[config.mk]
export PLATFORM = sky130hd
export DESIGN_NAME = tea_ctr_half_round
export DESIGN_NICKNAME = d
export VERILOG_FILES = /design/src/hw/rtl/tea_ctr_pkg.sv /design/src/hw/rtl/tea_ctr_half_round.sv
export SDC_FILE = /design/constraint.sdc
export NUM_CORES = 1
export LEC_CHECK = 0
export BUFFER_PORTS_ARGS = -buffer_cell sky130_fd_sc_hd__buf_2
export CORE_MARGIN = 1.5
export CORE_UTILIZATION = 25
export CTS_BUF_LIST = sky130_fd_sc_hd__clkbuf_16
export DETAILED_ROUTE_END_ITERATION = 10
export GPL_ROUTABILITY_DRIVEN = 0
export PLACE_DENSITY = 0.61
export SYNTH_ARGS = -nofsm -noshare
export SYNTH_HDL_FRONTEND = slang
export SYNTH_SLANG_ARGS = --single-unit
export TNS_END_PERCENT = 20
[constraint.sdc]
create_clock -name clk -period 6.8 [get_ports clk]
set_input_delay 1.36 -clock clk [delete_from_list [all_inputs] [get_ports clk]]
set_output_delay 1.36 -clock clk [all_outputs]
set_load 0.05 [all_outputs]
[src/hw/rtl/tea_ctr_pkg.sv]
// Shared types, constants and the TEA half-round function for the counter-mode cipher.
package tea_ctr_pkg;

  localparam int unsigned WordW  = 32;
  localparam int unsigned BlockW = 64;
  localparam int unsigned CfgIdxW = 3;

  localparam logic [WordW-1:0] TEA_DELTA = 32'h9E37_79B9;

  // Configuration register indexes
  localparam logic [CfgIdxW-1:0] CFG_KEY0  = 3'd0;
  localparam logic [CfgIdxW-1:0] CFG_KEY1  = 3'd1;
  localparam logic [CfgIdxW-1:0] CFG_KEY2  = 3'd2;
  localparam logic [CfgIdxW-1:0] CFG_KEY3  = 3'd3;
  localparam logic [CfgIdxW-1:0] CFG_NONCE = 3'd4;

  typedef struct packed {
    logic [WordW-1:0] k0;
    logic [WordW-1:0] k1;
    logic [WordW-1:0] k2;
    logic [WordW-1:0] k3;
  } key_t;

  // Payload carried down the round pipeline
  typedef struct packed {
    logic [WordW-1:0]  v1;
    logic [WordW-1:0]  v0;
    logic [BlockW-1:0] data;
  } lane_t;

  // TEA mixing term: ((x << 4) + ka) ^ (x + sum) ^ ((x >> 5) + kb)
  function automatic logic [WordW-1:0] tea_mix(
    input logic [WordW-1:0] x,
    input logic [WordW-1:0] ka,
    input logic [WordW-1:0] kb,
    input logic [WordW-1:0] sum
  );
    tea_mix = ((x << 4) + ka) ^ (x + sum) ^ ((x >> 5) + kb);
  endfunction

endpackage

[src/hw/rtl/tea_ctr_half_round.sv]
// One registered half round of TEA: updates v0 (even half) or v1 (odd half).
module tea_ctr_half_round #(
  parameter int unsigned ROUND_IDX = 0,
  parameter bit          ODD_HALF  = 1'b0
) (
  input  logic                clk,
  input  logic                rst_n,
  input  tea_ctr_pkg::key_t   key,
  input  logic                vld_in,
  input  tea_ctr_pkg::lane_t  lane_in,
  output logic                vld_out,
  output tea_ctr_pkg::lane_t  lane_out
);

  // Round sum is DELTA * (round + 1) mod 2^32, fixed per stage
  localparam logic [63:0] SUM_WIDE =
    (64'(ROUND_IDX) + 64'd1) * 64'(tea_ctr_pkg::TEA_DELTA);
  localparam logic [tea_ctr_pkg::WordW-1:0] ROUND_SUM = SUM_WIDE[tea_ctr_pkg::WordW-1:0];

  logic               vld_r;
  tea_ctr_pkg::lane_t lane_r;
  tea_ctr_pkg::lane_t lane_nxt;

  // Half-round update
  always_comb begin
    lane_nxt = lane_in;
    if (ODD_HALF) begin
      lane_nxt.v1 = lane_in.v1 +
                    tea_ctr_pkg::tea_mix(lane_in.v0, key.k2, key.k3, ROUND_SUM);
    end else begin
      lane_nxt.v0 = lane_in.v0 +
                    tea_ctr_pkg::tea_mix(lane_in.v1, key.k0, key.k1, ROUND_SUM);
    end
  end

  // Valid bit
  always_ff @(posedge clk) begin
    if (!rst_n) begin
      vld_r <= 1'b0;
    end else begin
      vld_r <= vld_in;
    end
  end

  // Payload
  always_ff @(posedge clk) begin
    lane_r <= lane_nxt;
  end

  assign vld_out  = vld_r;
  assign lane_out = lane_r;

endmodule

==> impl_metrics.json, run 1 <==
{
  "status": "finished, final reports clean",
  "drt-total-wl_mm": 25.0,
  "drive_gt1_share_pct": 32.5,
  "slew_violations": 0,
  "min_period_ps": 5610,
  "io_pins": 388,
  "nNetsFinal": 1521,
  "grt_pass1_wl_mm": 37.4,
  "clock_power_share_pct": 21.9,
  "placementRows": 64,
  "htree_levels": 4,
  "synth_simple_gate_area_share_pct": 10.2,
  "grt_util_all_layers_pct": 14.9,
  "final_hold_viol_count": 0,
  "p_per_area_mw_per_mm2": 360,
  "worstSetupEndpointType": "flop",
  "synth_top_cell_by_area": "dfxtp_1",
  "cp-startpoint": "lane_in[101]",
  "io_buffers": 323,
  "ys_seq_area_share_pct": 32.6,
  "synth_compound_area_share_pct": 21.3,
  "grt_pass1_vias": 6991,
  "cts_resized": 0,
  "slowest_stage": "fa_1",
  "grt_setup_unrepaired": "no",
  "dieWidth_um": 181,
  "drtPass1Iterations": 5,
  "dp_slack_ps": 707,
  "ys.warnings.count": 0,
  "synthXorXnorAreaFrac_pct": 20.0,
  "cts_tree": "yes",
  "clock_sinks": 129,
  "wl_per_cell_um": 15.7,
  "setup_viol": 0,
  "cp_max_fo": 6,
  "drc": 0,
  "synth_area_leaders": "dfxtp_1 (33%), xnor2_1 (16%), ha_1 (14%), a21o_1 (4.6%), a21oi_1 (4.3%)",
  "worst_ep_required_time_ps": 7110,
  "synth_top_family_by_area": "compound AO/OA/AOI/OAI gates",
  "p_int_w": 0.00215,
  "start_util_pct": 25.6,
  "crit_chain": "buf_2, ha_1, inv_1, fa_1, nor2b_1, o21ai_0, a21boi_0, o21ai_0, buf_4, a211oi_1, o31ai_1, a21boi_0, xnor2_1, xnor2_1, ha_1, a21o_1, a21oi_1, a31o_2, a41oi_2, xnor3_2, xnor2_1, xor2_1",
  "overflow": 0,
  "maxCapViolations": 0,
  "synth_top_area_share_pct": 32.6,
  "synth_most_common_cell": "xnor2_1",
  "antenna_found_initial": 10,
  "netSwitchingPower_w": 0.00166,
  "crit_path_frequent_cell": "xnor2_1",
  "die_area_mm2": 0.0328,
  "fmax_mhz": 178,
  "swShare_pct": 43.5,
  "nFillCells": 3216,
  "die_h_um": 181,
  "coreArea_mm2": 0.0309,
  "synthAdderAreaFrac_pct": 14.7,
  "worst_setup_path_start_kind": "primary input",
  "antenna_left": 0,
  "syn-num-nets": 1180,
  "fin_ws_ps": 1190,
  "min_path_type": "primary input to flop",
  "vias": 7262,
  "dpl.hpwl_mm": 20.9,
  "area_growth_pct": 33.7,
  "muxShareOfSynthArea_pct": 0,
  "period_share_pct": 82.4,
  "ir_drop_mv": 0.182,
  "synthDistinctLibCells": 70,
  "fin_tns_setup_ps": 0,
  "slowest_delay_ps": 400,
  "synth_edf_count": 0,
  "cts_setup_buffers": 0,
  "routed_via_density": 4.57,
  "p_leak_nw": 5.00,
  "p_seq_share_pct": 24.4,
  "clk_pin_slew_ps": 60,
  "async_flop_share_pct": 0,
  "hold_start": "lane_in[11]",
  "pwr-share-comb_pct": 53.7,
  "holdBufCountCts": 0,
  "max_slew.worst_pin.slew_ps": 534,
  "avgSynthCellArea_um2": 9.55,
  "synth-seq-cells": 129,
  "numCtsBuffers": 17,
  "syn_inst": 830,
  "syn-cell-area_mm2": 0.00792,
  "criticalPathCategory": "primary input to flop",
  "synth_flop_cell": "dfxtp_1",
  "arrival_ps": 5920,
  "grt_max_degree": 17,
  "root_buffer": "clkbuf_16",
  "drtIter0Drc": 254,
  "synth_common_cells": "xnor2_1 (147), dfxtp_1 (129), ha_1 (88)",
  "clockBufferDepth": 2,
  "maxSlewHeadroom_pct": 64.1
}
## cell type report
class / instances / area, µm² / share of cell area [%]
Clock inverter: 15 / 104 / 0.980
Timing Repair Buffer: 326 / 1640 / 15.5
Clock buffer: 17 / 425 / 4.02
Inverter: 23 / 86.3 / 0.815
Multi-Input combinational cell: 674 / 5240 / 49.5
Tap cell: 396 / 495 / 4.68
Antenna cell: 9 / 22.5 / 0.213
Sequential cell: 129 / 2580 / 24.4
## layer usage
layer	part of all wire [%]	GRT usage [%]
met4	2.9	7.53
met1	44	17.4
met2	49	25.7
met3	4.3	3.43
met5	0.052	0
## layout by cell type (no fill, tap or decap), drive strengths merged, types with 4 or more instances in the layout
cell type	instances
o21bai	17
xnor2	147
nand4	4
and2	5
inv	25
o21ai	41
nand3	16
and3	11
nand2b	7
xor2	31
nor2b	7
ha	88
o211ai	4
and4	4
clkbuf	17
nor3	14
o21a	11
dfxtp	129
o31ai	4
a21o	49
nor2	35
clkinv	8
diode	9
buf	326
a211oi	8
a31o	4
clkinvlp	4
a21boi	6
a31oi	8
nand2	43
a21oi	70
or3	4
## worst paths after layout
| path | end | depth (start not counted) |
|---|---|---|
| setup / recovery | lane_out[95]$_DFF_P_ | 22 |
| hold / removal | lane_out[11]$_DFF_P_ | 1 |
## critical path, delay by kind of cell
kind / cells / cell delay [ps]
AO/OA/AOI/OAI: 10 / 2000
XOR/XNOR: 5 / 1050
adder cells (fa/ha/maj): 3 / 940
buffers and inverters: 3 / 420
AND/OR/NAND/NOR: 1 / 120
## stage by stage
stage | utilization [%] | hold WS [ps] | instances | area, µm² | total power, W
3_3_place_gp | 32.5 | 1460 | 1548 | 10000 | 0.00298
5_1_grt | 34.3 | 994 | 1588 | 10600 | 0.00408
3_5_place_dp | 32.5 | 1460 | 1548 | 10000 | 0.00300
4_1_cts | 34.2 | 990 | 1580 | 10600 | 0.00387
2_1_floorplan | - | 1390 | 830 | 7920 | 0.00252
6_report | 34.3 | 1030 | 1589 | 10600 | 0.00381
## registers in the layout, indices dropped and copies added, names as in the netlist
signal / count
lane_out: 128
vld_out: 1
## power groups by stage
stage / Combinational [W] / Clock [W] / Sequential [W]
after global placement: 0.00204 / 0 / 0.000945
after floorplan: 0.00111 / 0 / 0.00141
final: 0.00205 / 0.000835 / 0.000928
after global routing: 0.00223 / 0.000905 / 0.000940
after CTS: 0.00206 / 0.000875 / 0.000930
after detailed placement: 0.00206 / 0 / 0.000946
## cell families after synthesis
family,Yosys count
buffers and inverters,27
AO/OA/AOI/OAI,246
adder cells (fa/ha/maj),91
flip-flops,129
XOR/XNOR,179
AND/OR/NAND/NOR,158
No activity file was read; power rests on OpenSTA's default activity.
==> inputs of run 2 (changes only) <==
PLACE_DENSITY = 0.62   (was 0.61)
clock period = 4.53 ns   (was 6.8 ns; I/O delays follow)
==> run 2 against run 1 <==
Against the previous run: first-iteration DRC count grew 7.1%; non-clock buffer count grew 231; hold slack lost 450 ps; count of clock-buffer cells in the layout is the same; die area is the same; power grew 74%; final cell count grew 14%; via count grew 12%; core utilization grew 7.2 points; critical endpoint unchanged; largest cell class unchanged; largest power group unchanged.
==> impl_metrics.json, run 2 (same netlist as run 1, synthesis figures left out) <==
{
  "coreArea_mm2": 0.0309,
  "final_hold_viol_count": 0,
  "criticalPathCategory": "primary input to flop",
  "numCtsBuffers": 17,
  "met1Wirelength_mm": 11.7,
  "maxSlewHeadroom_pct": 72.5,
  "drive_gt1_share_pct": 47.9,
  "maxUsedRoutingLayer": "met5",
  "placementRows": 64,
  "die_h_um": 181,
  "drtPass1Iterations": 4,
  "antenna_found_initial": 7,
  "dp_slack_ps": -594,
  "largest_reg_flops": 128,
  "cts_tree": "yes",
  "max_slew.worst_pin.slew_ps": 409,
  "grt_max_degree": 17,
  "grt_pass1_vias": 8318,
  "setup_viol": 0,
  "crit_chain": "buf_2, buf_4, ha_1, and3_2, buf_4, o211ai_1, o2bb2ai_2, and4_1, buf_4, o311a_1, o21ai_2, nand2b_1, xnor2_2, xnor2_1, ha_2, a21o_1, a21oi_2, a31o_2, a41oi_2, xnor3_2, xnor2_2, xor2_1",
  "worstSetupEndpointType": "flop",
  "drt-total-wl_mm": 27.7,
  "p_leak_nw": 6.26,
  "cp_max_fo": 4,
  "area_growth_pct": 61.8,
  "clockBufferDepth": 2,
  "arrival_ps": 4770,
  "holdBufCountCts": 0,
  "antenna_left": 0,
  "clock_sinks": 129,
  "final_cell_mix": "buf_2 (319), buf_4 (232), xnor2_1 (139), dfxtp_1 (129), ha_1 (78)",
  "dpl.cell_count": 1772,
  "met2WireLength_mm": 13.9,
  "wl_per_cell_um": 15.2,
  "dpl.hpwl_mm": 23.2,
  "p_per_area_mw_per_mm2": 517,
  "min_path_type": "primary input to flop",
  "grt_setup_unrepaired": "yes",
  "p_total_w": 0.00663,
  "start_util_pct": 25.6,
  "dieWidth_um": 181,
  "htree_levels": 4,
  "slowest_delay_ps": 360,
  "grt_pass1_wl_mm": 42.0,
  "die_area_mm2": 0.0328,
  "fin_cells": 1817,
  "io_buffers": 323,
  "worst_setup_path_start_kind": "primary input",
  "slowest_stage": "o311a_1",
  "period_share_pct": 98.5,
  "io_pins": 388,
  "overflow": 0,
  "status": "finished, final reports clean",
  "drtIter0Drc": 272,
  "worst-path-buf-inv": 4,
  "slew_violations": 0,
  "min_period_ps": 4460,
  "maxCapViolations": 0,
  "crit_path_frequent_cell": "buf_4",
  "worst_ep_required_time_ps": 4830,
  "ir_drop_mv": 0.287,
  "clk_pin_slew_ps": 60,
  "drc": 0,
  "grt_util_all_layers_pct": 16.5,
  "final_common_cell": "buf_2",
  "fin_ws_ps": 66.0,
  "nNetsFinal": 1752,
  "fmax_mhz": 224,
  "wl_met3_mm": 1.08,
  "root_buffer": "clkbuf_16",
  "vias": 8167,
  "routed_via_density": 4.49,
  "cp_top_family": "compound AO/OA/AOI/OAI gates"
}
==> run 2: changes by cell type in the layout (fill, tap and decap cells not counted), moves of 10 or more <==
cell     delta
ha_1       -10
a21oi_1    -12
buf_4     +229
o21ai_0    -11
a21oi_2    +11
==> run 2: metrics by stage <==
step	setup TNS, ps	hold slack (ps)	area [µm²]	utilization [%]
5_1_grt	-228	552	12800	41.5
3_5_place_dp	-5090	1010	11800	38.1
2_1_floorplan	0	934	7950	-
6_report	0	577	12800	41.5
3_3_place_gp	-4050	1010	11800	38.1
4_1_cts	0	557	12500	40.3
==> run 2: final timing paths <==
check                     from              endpoint  slack, ps  depth (start not counted)
setup / recovery  lane_in[102]  lane_out[95]$_DFF_P_         70                         22
hold / removal     lane_in[22]  lane_out[22]$_DFF_P_        580                          1
==> run 2: final cells by class <==
| class | count | area [µm²] |
|---|---|---|
| Antenna cell | 6 | 15.0 |
| Clock buffer | 17 | 425 |
| Clock inverter | 15 | 170 |
| Fill cell | 3044 | 18100 |
| Inverter | 23 | 86.3 |
| Tap cell | 396 | 495 |
| Timing Repair Buffer | 557 | 3430 |
| Multi-Input combinational cell | 674 | 5620 |
| Sequential cell | 129 | 2580 |
==> run 2: what timing repair did <==
item | 4_1_cts | 5_1_grt
setup endpoints to repair | 4 | 13
gates resized for setup | 22 | 62
pin swaps | 12 | 52
setup buffers | 0 | 7
==> run 2: layer usage <==
| layer | global-route usage (%) | vias to the layer above |
|---|---|---|
| met1 | 18.8 | 3765 |
| li1 | - | 4139 |
| met3 | 3.18 | 53 |
| met2 | 29.4 | 206 |
| met5 | 0 | - |
| met4 | 8.00 | 4 |
==> run 2: power breakdown <==
group,leakage (nW),internal (W),switching (W),total [W]
registers,1.09,0.00135,0.0000470,0.00140
clock network,0.293,0.000861,0.000557,0.00142
logic,4.88,0.00169,0.00213,0.00381
total,6.26,0.00390,0.00273,0.00663
