[src/hw/rtl/tea_ctr_pkg.sv]
// Shared types, constants and the TEA half-round function for the counter-mode cipher.
package tea_ctr_pkg;

  localparam int unsigned WordW  = 32;
  localparam int unsigned BlockW = 64;
  localparam int unsigned CfgIdxW = 3;

  localparam logic [WordW-1:0] TEA_DELTA = 32'h9E37_79B9;

  // Configuration register indexes
  localparam logic [CfgIdxW-1:0] CFG_KEY0  = 3'd0;
  localparam logic [CfgIdxW-1:0] CFG_KEY1  = 3'd1;
  localparam logic [CfgIdxW-1:0] CFG_KEY2  = 3'd2;
  localparam logic [CfgIdxW-1:0] CFG_KEY3  = 3'd3;
  localparam logic [CfgIdxW-1:0] CFG_NONCE = 3'd4;

  typedef struct packed {
    logic [WordW-1:0] k0;
    logic [WordW-1:0] k1;
    logic [WordW-1:0] k2;
    logic [WordW-1:0] k3;
  } key_t;

  // Payload carried down the round pipeline
  typedef struct packed {
    logic [WordW-1:0]  v1;
    logic [WordW-1:0]  v0;
    logic [BlockW-1:0] data;
  } lane_t;

  // TEA mixing term: ((x << 4) + ka) ^ (x + sum) ^ ((x >> 5) + kb)
  function automatic logic [WordW-1:0] tea_mix(
    input logic [WordW-1:0] x,
    input logic [WordW-1:0] ka,
    input logic [WordW-1:0] kb,
    input logic [WordW-1:0] sum
  );
    tea_mix = ((x << 4) + ka) ^ (x + sum) ^ ((x >> 5) + kb);
  endfunction

endpackage

[src/hw/rtl/tea_ctr_cfg.sv]
// Configuration register file: four key words and the 64-bit nonce.
module tea_ctr_cfg (
  input  logic                                 clk,
  input  logic                                 rst_n,
  input  logic                                 cfg_we,
  input  logic [tea_ctr_pkg::CfgIdxW-1:0]      cfg_index,
  input  logic [tea_ctr_pkg::BlockW-1:0]       cfg_wdata,
  output tea_ctr_pkg::key_t                    key,
  output logic [tea_ctr_pkg::BlockW-1:0]       nonce
);

  tea_ctr_pkg::key_t                    key_r;
  logic [tea_ctr_pkg::BlockW-1:0]       nonce_r;

  // Register writes; indexes past the list are dropped
  always_ff @(posedge clk) begin
    if (!rst_n) begin
      key_r   <= '0;
      nonce_r <= '0;
    end else if (cfg_we) begin
      case (cfg_index)
        tea_ctr_pkg::CFG_KEY0:  key_r.k0 <= cfg_wdata[tea_ctr_pkg::WordW-1:0];
        tea_ctr_pkg::CFG_KEY1:  key_r.k1 <= cfg_wdata[tea_ctr_pkg::WordW-1:0];
        tea_ctr_pkg::CFG_KEY2:  key_r.k2 <= cfg_wdata[tea_ctr_pkg::WordW-1:0];
        tea_ctr_pkg::CFG_KEY3:  key_r.k3 <= cfg_wdata[tea_ctr_pkg::WordW-1:0];
        tea_ctr_pkg::CFG_NONCE: nonce_r  <= cfg_wdata;
        default: ;
      endcase
    end
  end

  assign key   = key_r;
  assign nonce = nonce_r;

endmodule

[config.mk]
export PLATFORM = sky130hd
export DESIGN_NAME = tea_ctr_cfg
export DESIGN_NICKNAME = d
export VERILOG_FILES = /design/src/hw/rtl/tea_ctr_pkg.sv /design/src/hw/rtl/tea_ctr_cfg.sv
export SDC_FILE = /design/constraint.sdc
export NUM_CORES = 1
export LEC_CHECK = 0
export ABC_CLOCK_PERIOD_IN_PS = 2450
export BUFFER_PORTS_ARGS = -buffer_cell sky130_fd_sc_hd__buf_4
export CAP_MARGIN = 20
export CORE_ASPECT_RATIO = 1.75
export CORE_MARGIN = 4
export CORE_UTILIZATION = 53
export CTS_CLUSTER_DIAMETER = 40
export DETAILED_ROUTE_END_ITERATION = 10
export HOLD_SLACK_MARGIN = 0.03
export PLACE_DENSITY_LB_ADDON = 0.2
export SLEW_MARGIN = 20
export SYNTH_ARGS = -nofsm -noshare
export SYNTH_HDL_FRONTEND = slang
export SYNTH_SLANG_ARGS = --single-unit
[constraint.sdc]
create_clock -name clk -period 2.45 [get_ports clk]
set_clock_uncertainty 0.1 [all_clocks]
set_input_delay 0.49 -clock clk [delete_from_list [all_inputs] [get_ports clk]]
set_output_delay 0.49 -clock clk [all_outputs]
set_load 0.02 [all_outputs]
==> results by group, run 1 <==
CTS
  – Sink Count: 192
  – Root Buffer: clkbuf_16
  – Clock Path Buffers: 2
  – CTS tree: built
  – # resized after CTS: 0
  – CTS clk-pin slew, worst paths: 70 ps
  – Post-CTS setup buffers: 0
  – Hold buffers post-CTS: 0
  – Total CTS buffers: 17
  – Htree depth: 4
  – Worst-Skew Late Latency: 420 ps

Critical path
  – Slowest cell delay on critical path: 830 ps
  – WS Path Type: in2reg
  – R2R Path Start: key[69]
  – Buf/Inv on CP: 1
  – Worst endpoint data arrival time: 1880 ps
  – R2r worst-path depth: 2
  – Crit path max-delay family: simple AND/OR/NAND/NOR gates
  – CP Launch Type: input port
  – CP endpoint kind: flop
  – Reg-to-reg endpoint: key[69]
  – WP data required: 2670 ps
  – Critical path origin: cfg_index[2]
  – Slowest-stage cell, CP: nand4bb_4
  – Peak fanout along the critical path: 32
  – FF-to-FF setup slack: 1680 ps
  – Cell Chain, Critical Path: buf_4 > nand4bb_4 > mux2i_1

Timing
  – Crit share post-route: 67.6%
  – Max transition margin: 39.5%
  – Pin slew with the least headroom to its limit: 906 ps
  – PnR worst setup slack: 794 ps
  – Min Tclk post-route: 1660 ps
  – Max Slew Vio Count: 0
  – Endpoints failing hold: 0
  – Max Fclk: 604 MHz
  – RSZ-0062 raised after global routing: false
  – Setup TNS: 0 ps
  – Final Setup Violations: 0

Floorplan
  – Starting Density: 54.6%
  – Die extent in x: 95.5 um
  – I/O Pins: 262
  – Die Y: 161 um
  – Site Rows: 55
  – Core Footprint: 0.0130 mm^2
  – Die area: 0.0154 mm^2

GRT
  – Vias in the first global route: 5945
  – Initial antenna violation count: 0
  – GRT overflow: 0
  – Tot GR Track Use: 24.0%
  – Largest net degree at the start of global routing: 63
  – Global-route wire length before repair: 29200 um

Logic synthesis
  – Syn_nets: 764
  – Synth area leader: dfxtp_1
  – Register area share after synthesis: 54.2%
  – Syn Inst Count: 694
  – Yosys warnings: 0
  – Post-Syn Area: 0.00710 mm^2
  – Yosys top cell area share: 54.2%
  – Top post-synthesis cells by area: dfxtp_1 (54%), mux2i_1 (27%), nand2_1 (14%)
  – Synthesis-stage register bit count: 192
  – Syn avg cell area: 10.2 um^2
  – Synth unique cells: 12

Outcome
  – Outcome: finished, final reports clean

Cells and area
  – Antenna cells: 0
  – Final net count: 1005
  – Commonest non-fill, non-tap cell in the layout: buf_4
  – Commonest cells after routing, fill and taps aside: buf_4 (264), nand2_1 (256), mux2i_1 (192), dfxtp_1 (192), clkbuf_16 (17)
  – Layout cells sized above 1: 32.1%
  – Area growth from synthesis to layout: 36.7%

Min path
  – Worst Hold Path EP: nonce[40]
  – Hold WC Path Type: in2reg
  – Hold Startpoint: cfg_wdata[40]
  – Worst hold path cell count: 3

Place
  – RD Place Congestion: 0.812
  – PortBufs: 261
  – Dpl hpwl: 13600 um
  – Pre-CTS setup slack: 394 ps

Job
  – Maxcap violations: 0

Route
  – Remaining routing DRC violations: 0
  – Vias: 5643
  – First drt pass iteration count: 4
  – Iteration-0 DRC Markers: 198
  – WL final: 18700 um
  – Post-DRT Antenna Nets: 0
  – Wire length per cell: 16.7 um
  – Vias/cell: 5.04

Power
  – Max VDD drop: 0.000476 V
  – P_leak: 4.71 nW
  – PD cells: 654 mW/mm^2
[report_power, final]
group	switching [mW]	internal, mW	leakage, nW
Sequential	0.0404	3.19	1.55
Clock	1.21	1.33	0.263
Combinational	0.318	0.252	2.90
[Yosys cell counts]
cell       count
nand2_1      256
dfxtp_1      192
mux2i_1      192
clkbuf_1      18
buf_6         10
buf_4          9
buf_2          7
buf_1          5
nand4bb_1      2
and4bb_2       1
nand4b_1       1
nor4b_4        1
[sequential cells by signal, summed over array words and instances (netlist names)]
register,flops
nonce,64
key,128
[final cells by class]
cell class / instances / area (um^2)
Sequential cell: 192 / 3840
Fill cell: 953 / 3310
Multi-Input combinational cell: 453 / 2990
Timing Repair Buffer: 271 / 2110
Clock buffer: 20 / 437
Tap cell: 171 / 214
Clock inverter: 12 / 105
[through the flow]
stage	std cells	power, mW	instance area [um^2]	util [%]	hold slack (ps)
6_report	1119	6.34	9700	74.6	220
2_1_floorplan	694	3.60	7100	-	433
5_1_grt	1119	6.58	9700	74.6	205
3_5_place_dp	1087	3.88	9160	70.4	346
3_3_place_gp	1087	3.86	9160	70.4	344
4_1_cts	1119	6.40	9700	74.6	204
[kinds of logic (layout without fill, tap and decap cells)]
logic type / count (synthesis) / in the layout / synth area share, %
muxes: 192 / 192 / 27.1
buffers and inverters: 49 / 303 / 4.25
DFF: 192 / 192 / 54.2
and+or+nand+nor: 261 / 261 / 14.5
[worst min-delay path, cell delays in order]
cell and delay, ps:
buf_4 110, nand2_1 40, mux2i_1 50
[layer usage]
layer | global-route usage, % | up-vias | share of wire [%]
met1 | 24.9 | 2646 | 36
met4 | 10.2 | 0 | 3.2
li1 | - | 2749 | -
met5 | 0 | - | 0
met2 | 43.4 | 209 | 53
met3 | 7.64 | 39 | 7.8
[how the worst max path moves through the flow]
| stage | end | cells after the start |
|---|---|---|
| 3_3_place_gp | key[90] | 3 |
| 3_5_place_dp | key[88] | 3 |
| 6_report | key[88] | 3 |
| 2_1_floorplan | key[100] | 3 |
| 4_1_cts | key[88] | 3 |
| 5_1_grt | key[69] | 3 |
Note: power is estimated with default switching activity, not from simulation.
==> run 2: changes to the inputs <==
- ABC_AREA: unset -> 1
- ABC_CLOCK_PERIOD_IN_PS: 2450 -> 1300
- CORE_UTILIZATION: 53 -> 45
- clock period: 2.45 -> 1.3 ns (I/O delays scaled with it)
==> results by group, run 2 <==
Outcome
  – Outcome: finished, final reports clean (unchanged)

Timing
  – Min Tclk post-route: 1280 ps
  – Max transition margin: 79.6% (was 39.5%)
  – Crit share post-route: 98.5%
  – RSZ-0062 raised after global routing: true (was false)
  – Max Slew Vio Count: 0 (unchanged)
  – Endpoints failing hold: 0 (unchanged)
  – Final hold slack: 43.6 ps (was 220 ps)
  – Pin slew with the least headroom to its limit: 306 ps (was 906 ps)
  – Final Setup Violations: 0 (unchanged)
  – Max Fclk: 781 MHz

GRT
  – Tot GR Track Use: 24.7% (was 24.0%)
  – Vias in the first global route: 7390 (was 5945)
  – Initial antenna violation count: 0 (unchanged)
  – Global-route wire length before repair: 38100 um (was 29200 um)
  – Largest net degree at the start of global routing: 64 (was 63)
  – GRT overflow: 0 (unchanged)

Critical path
  – WS Path Type: reg2out (was in2reg)
  – Worst endpoint data arrival time: 920 ps (was 1880 ps)
  – Buf/Inv on CP: 1 (unchanged)
  – CP Launch Type: flop (was input port)
  – Peak fanout along the critical path: 2 (was 32)
  – Slowest-stage cell, CP: dfxtp_1 (was nand4bb_4)
  – Cell Chain, Critical Path: buf_6 (was buf_4 > nand4bb_4 > mux2i_1)
  – WP data required: 940 ps (was 2670 ps)
  – CP endpoint kind: output pin (was flop)
  – Slowest cell delay on critical path: 360 ps (was 830 ps)
  – Crit path max-delay family: flip-flops (was simple AND/OR/NAND/NOR gates)

Logic synthesis
  – Syn avg cell area: 6.98 um^2 (was 10.2 um^2)
  – Post-Syn Area: 0.00762 mm^2 (was 0.00710 mm^2)
  – Synth Flop Type: dfxtp_1 (unchanged)
  – Post-synth top cells: nor2_1 (391), nand2_1 (198), dfxtp_1 (192) (was nand2_1 (256), dfxtp_1 (192), mux2i_1 (192))
  – Syn_nets: 1161 (was 764)
  – Register area share after synthesis: 50.4% (was 54.2%)
  – Number of synthesized flops with an enable pin: 0 (unchanged)
  – Synthesis-stage register bit count: 192 (unchanged)
  – Yosys top cell area share: 50.4% (was 54.2%)
  – Top post-synthesis cells by area: dfxtp_1 (50%), nor2_1 (19%), nand3_1 (11%) (was dfxtp_1 (54%), mux2i_1 (27%), nand2_1 (14%))
  – Yosys warnings: 0 (unchanged)
  – Synth area leader: dfxtp_1 (unchanged)
  – Most frequent cell after synthesis: nor2_1 (was nand2_1)
  – Synth unique cells: 13 (was 12)
  – Async SR Flop Fraction: 0% (unchanged)
  – Syn Inst Count: 1091 (was 694)

Floorplan
  – I/O Pins: 262 (unchanged)
  – Die extent in x: 106 um (was 95.5 um)
  – Die Y: 180 um (was 161 um)
  – Starting Density: 46.1% (was 54.6%)
  – Core Footprint: 0.0165 mm^2 (was 0.0130 mm^2)
  – Die area: 0.0192 mm^2 (was 0.0154 mm^2)
  – Site Rows: 62 (was 55)

Cells and area
  – # fillers: 1442 (was 953)
  – Area growth from synthesis to layout: 47.4% (was 36.7%)
  – Layout cells sized above 1: 36.8% (was 32.1%)
  – Commonest cells after routing, fill and taps aside: nor2_1 (384), buf_4 (211), nand2_1 (198), nand3_1 (160), dfxtp_2 (159) (was buf_4 (264), nand2_1 (256), mux2i_1 (192), dfxtp_1 (192), clkbuf_16 (17))
  – Antenna cells: 0 (unchanged)
  – Max reg flops: 128 (unchanged)
  – Commonest non-fill, non-tap cell in the layout: nor2_1 (was buf_4)
  – Final net count: 1417 (was 1005)

Place
  – Dpl hpwl: 16900 um (was 13600 um)
  – PortBufs: 261 (unchanged)
  – RD Place Congestion: 0.859 (was 0.812)

Route
  – Vias/cell: 4.91 (was 5.04)
  – Wire length per cell: 15.4 um (was 16.7 um)
  – Iteration-0 DRC Markers: 361 (was 198)
  – WL final: 24300 um (was 18700 um)
  – Post-DRT Antenna Nets: 0 (unchanged)
  – Remaining routing DRC violations: 0 (unchanged)
  – First drt pass iteration count: 5 (was 4)
  – Vias: 7782 (was 5643)

Power
  – Tot Pwr: 13.4 mW (was 6.34 mW)
  – PD cells: 1190 mW/mm^2 (was 654 mW/mm^2)
  – Max VDD drop: 0.000873 V (was 0.000476 V)
  – P_leak: 5.21 nW (was 4.71 nW)

CTS
  – CTS clk-pin slew, worst paths: 80 ps (was 70 ps)
  – Root Buffer: clkbuf_16 (unchanged)
  – Total CTS buffers: 17 (unchanged)
  – Sink Count: 192 (unchanged)
  – Worst-Skew Late Latency: 420 ps (about the same)
  – Htree depth: 4 (unchanged)
  – CTS tree: built (unchanged)
  – Clock Path Buffers: 2 (unchanged)

Job
  – Maxcap violations: 0 (unchanged)

Min path
  – Hold WC Path Type: in2reg (unchanged)
-- run 2: path summary, 6_finish.rpt --
path | start | endpoint | slack, ps | cells after the start
min reg2reg | key[112] | key[112] | 370 | 2
max | key[103] | key[103] | 20 | 1
min | cfg_wdata[63] | nonce[63] | 40 | 4
max reg2reg | key[87] | key[87] | 500 | 3
-- run 2: layer usage --
layer | track usage, % | up-vias | wire length, um
li1 | - | 3896 | -
met1 | 27.8 | 3522 | 9100
met2 | 42.4 | 302 | 12400
met3 | 6.78 | 62 | 1840
met4 | 12.4 | 0 | 977
met5 | 0 | - | 0
-- run 2: report_power, final --
part,switching [mW],leakage [nW],internal [mW]
Clock,2.45,0.288,2.77
Sequential,0.135,1.63,6.12
Combinational,1.09,3.29,0.828
Total,3.68,5.21,9.71
-- run 2: timing repair --
item,4_1_cts,5_1_grt
pin swaps,0,0
endpoints found under the hold margin,19,0
resized for setup,57,172
buffers inserted,0,2
setup endpoints to repair,54,148
hold buffers,19,0
-- run 2: layout make-up --
cell class / instances / area (um^2) / share of cell area [%]
clock buffer: 18 / 439 / 3.91
clock inverter: 14 / 143 / 1.27
inverter: 38 / 143 / 1.27
multi-input combinational: 783 / 3310 / 29.4
sequential: 192 / 4050 / 36.0
tap: 224 / 280 / 2.50
timing repair buffer: 315 / 2870 / 25.6
-- run 2: kinds of logic (layout without fill, tap and decap cells) --
family	Yosys count	after routing	synth area share (%)
buffers and inverters	116	385	6.65
DFF	192	192	50.4
and+or+nand+nor	783	783	42.9
-- run 2: metrics by stage --
step | cells | utilization, % | cell area (um^2) | TNS [ps] | setup slack, ps
global route | 1584 | 68.0 | 11200 | -55.6 | -15.4
floorplan | 1091 | - | 7620 | 0 | 135
detailed placement | 1531 | 60.4 | 9980 | -4950 | -105
CTS | 1582 | 65.6 | 10800 | 0 | 0.491
finish | 1584 | 68.0 | 11200 | 0 | 20.1
global placement | 1531 | 60.4 | 9980 | -3350 | -96.7
==> run 3: changes to the inputs <==
- PLACE_DENSITY_LB_ADDON: 0.2 -> 0.08
- REMOVE_ABC_BUFFERS: unset -> 1
==> results by group, run 3 (synthesis results as in run 2) <==
GRT
  – GRT overflow: 0 (unchanged)
  – Vias in the first global route: 7591 (was 7390)
  – Initial antenna violation count: 0 (unchanged)
  – Global-route wire length before repair: 38500 um (was 38100 um)
  – Largest net degree at the start of global routing: 55 (was 64)
  – Tot GR Track Use: 25.1% (was 24.7%)

Floorplan
  – Die extent in x: 106 um (unchanged)
  – Site Rows: 62 (unchanged)
  – Die area: 0.0192 mm^2 (unchanged)
  – Starting Density: 46.1% (unchanged)
  – Die Y: 180 um (unchanged)
  – Core Footprint: 0.0165 mm^2 (unchanged)
  – I/O Pins: 262 (unchanged)

Timing
  – Max Slew Vio Count: 0 (unchanged)
  – Crit share post-route: 98.8% (was 98.5%)
  – PnR worst setup slack: 15.4 ps (was 20.1 ps)
  – Min Tclk post-route: 1280 ps (about the same)
  – Max transition margin: 83.3% (was 79.6%)
  – Pin slew with the least headroom to its limit: 250 ps (was 306 ps)
  – Endpoints failing hold: 0 (unchanged)
  – RSZ-0062 raised after global routing: true (unchanged)
  – Final hold slack: 46.7 ps (was 43.6 ps)
  – Max Fclk: 778 MHz (was 781 MHz)
  – Setup TNS: 0 ps (unchanged)
  – Final Setup Violations: 0 (unchanged)

Power
  – Clock share of power: 37.7% (was 38.9%)
  – Max VDD drop: 0.000857 V (was 0.000873 V)
  – Pint: 9.60 mW (was 9.71 mW)
  – P_leak: 5.35 nW (was 5.21 nW)
  – Tot Pwr: 13.3 mW (was 13.4 mW)
  – PD cells: 1150 mW/mm^2 (was 1190 mW/mm^2)
  – Sw Pwr: 3.69 mW (was 3.68 mW)
  – Switching Share: 27.7% (was 27.5%)
  – Combinational share of power: 15.3% (was 14.4%)
  – Reg power frac: 47.0% (was 46.7%)

Cells and area
  – Final net count: 1440 (was 1417)
  – Final Util: 70.0% (was 68.0%)
  – Commonest non-fill, non-tap cell in the layout: nor2_1 (unchanged)
  – Area growth from synthesis to layout: 51.9% (was 47.4%)
  – Commonest cells after routing, fill and taps aside: nor2_1 (384), buf_4 (206), nand2_1 (198), dfxtp_2 (163), nand3_1 (160) (was nor2_1 (384), buf_4 (211), nand2_1 (198), nand3_1 (160), dfxtp_2 (159))
  – Final std cell area, no fill: 0.0116 mm^2 (was 0.0112 mm^2)
  – Antenna cells: 0 (unchanged)
  – Layout cells sized above 1: 37.6% (was 36.8%)
  – Layout Cells excl Fill: 1607 (was 1584)
  – Max reg flops: 128 (unchanged)

Route
  – Post-DRT Antenna Nets: 0 (unchanged)
  – Remaining routing DRC violations: 0 (unchanged)
  – Wire length per cell: 15.3 um (was 15.4 um)
  – First drt pass iteration count: 5 (unchanged)
  – WL final: 24500 um (was 24300 um)
  – Vias/cell: 4.82 (was 4.91)
  – Vias: 7749 (was 7782)
  – Iteration-0 DRC Markers: 376 (was 361)

CTS
  – Root Buffer: clkbuf_16 (unchanged)
  – Clock Path Buffers: 2 (unchanged)
  – Total CTS buffers: 17 (unchanged)
  – Worst-Skew Late Latency: 430 ps (was 420 ps)
  – CTS clk-pin slew, worst paths: 70 ps (was 80 ps)
  – Htree depth: 4 (unchanged)
  – Sink Count: 192 (unchanged)
  – CTS tree: built (unchanged)

Critical path
  – Slowest-stage cell, CP: dfxtp_1 (unchanged)
  – CP Launch Type: flop (unchanged)
  – WP data required: 940 ps (about the same)
  – Buf/Inv on CP: 1 (unchanged)
  – CP endpoint kind: output pin (unchanged)
  – Peak fanout along the critical path: 2 (unchanged)
  – WS Path Type: reg2out (unchanged)
  – Worst endpoint data arrival time: 920 ps (about the same)
  – Crit path max-delay family: flip-flops (unchanged)
  – Cell Chain, Critical Path: buf_6 (unchanged)
  – Slowest cell delay on critical path: 360 ps (about the same)
  – FF-to-FF setup slack: 520 ps (was 500 ps)

Min path
  – Hold WC Path Type: in2reg (unchanged)

Place
  – PortBufs: 261 (unchanged)
  – RD Place Congestion: 0.817 (was 0.859)
  – Placed Instances: 1548 (was 1531)
  – Pre-CTS setup slack: -61.3 ps (was -105 ps)
  – Placed Area: 0.0102 mm^2 (was 0.00998 mm^2)
  – Dpl hpwl: 16300 um (was 16900 um)

Job
  – Maxcap violations: 0 (unchanged)

Outcome
  – Outcome: finished, final reports clean (unchanged)
-- run 3: layout make-up --
class / count / area, um^2
clock buffers: 18 / 439
clock inverters: 14 / 123
fillers: 1393 / 4950
inverters: 38 / 143
multi-input cells: 783 / 3330
flip-flops and latches: 192 / 4050
well taps: 224 / 280
repair buffers: 338 / 3210
-- run 3: worst paths after layout --
path                 startpoint   endpoint  cells after the start
setup / recovery        key[18]    key[18]                      1
hold / removal    cfg_wdata[42]  nonce[42]                      4
hold reg to reg         key[36]    key[36]                      2
setup reg to reg      nonce[30]  nonce[30]                      3
-- run 3: power by group through the flow --
stage	clock [mW]	sequential [mW]	combinational, mW
2_1_floorplan	0	6.57	0.657
3_3_place_gp	0	6.33	1.87
3_5_place_dp	0	6.33	1.89
4_1_cts	5.14	6.22	1.98
5_1_grt	5.34	6.27	2.22
6_report	5.01	6.25	2.03
-- run 3: repair_timing --
action	4_1_cts	5_1_grt
endpoints found under the setup margin	77	144
cloned	0	1
endpoints found under the hold margin	33	0
hold buffers	25	0
pin swaps	0	0
resized for setup	99	153
buffers inserted	0	1
-- run 3: layer usage --
| layer | GRT usage [%] | vias to the layer above | routed length, um |
|---|---|---|---|
| met1 | 27.4 | 3517 | 9360 |
| met2 | 45.6 | 253 | 12900 |
| met5 | 0 | - | 0 |
| met3 | 6.13 | 39 | 1630 |
| li1 | - | 3940 | - |
| met4 | 10.3 | 0 | 705 |
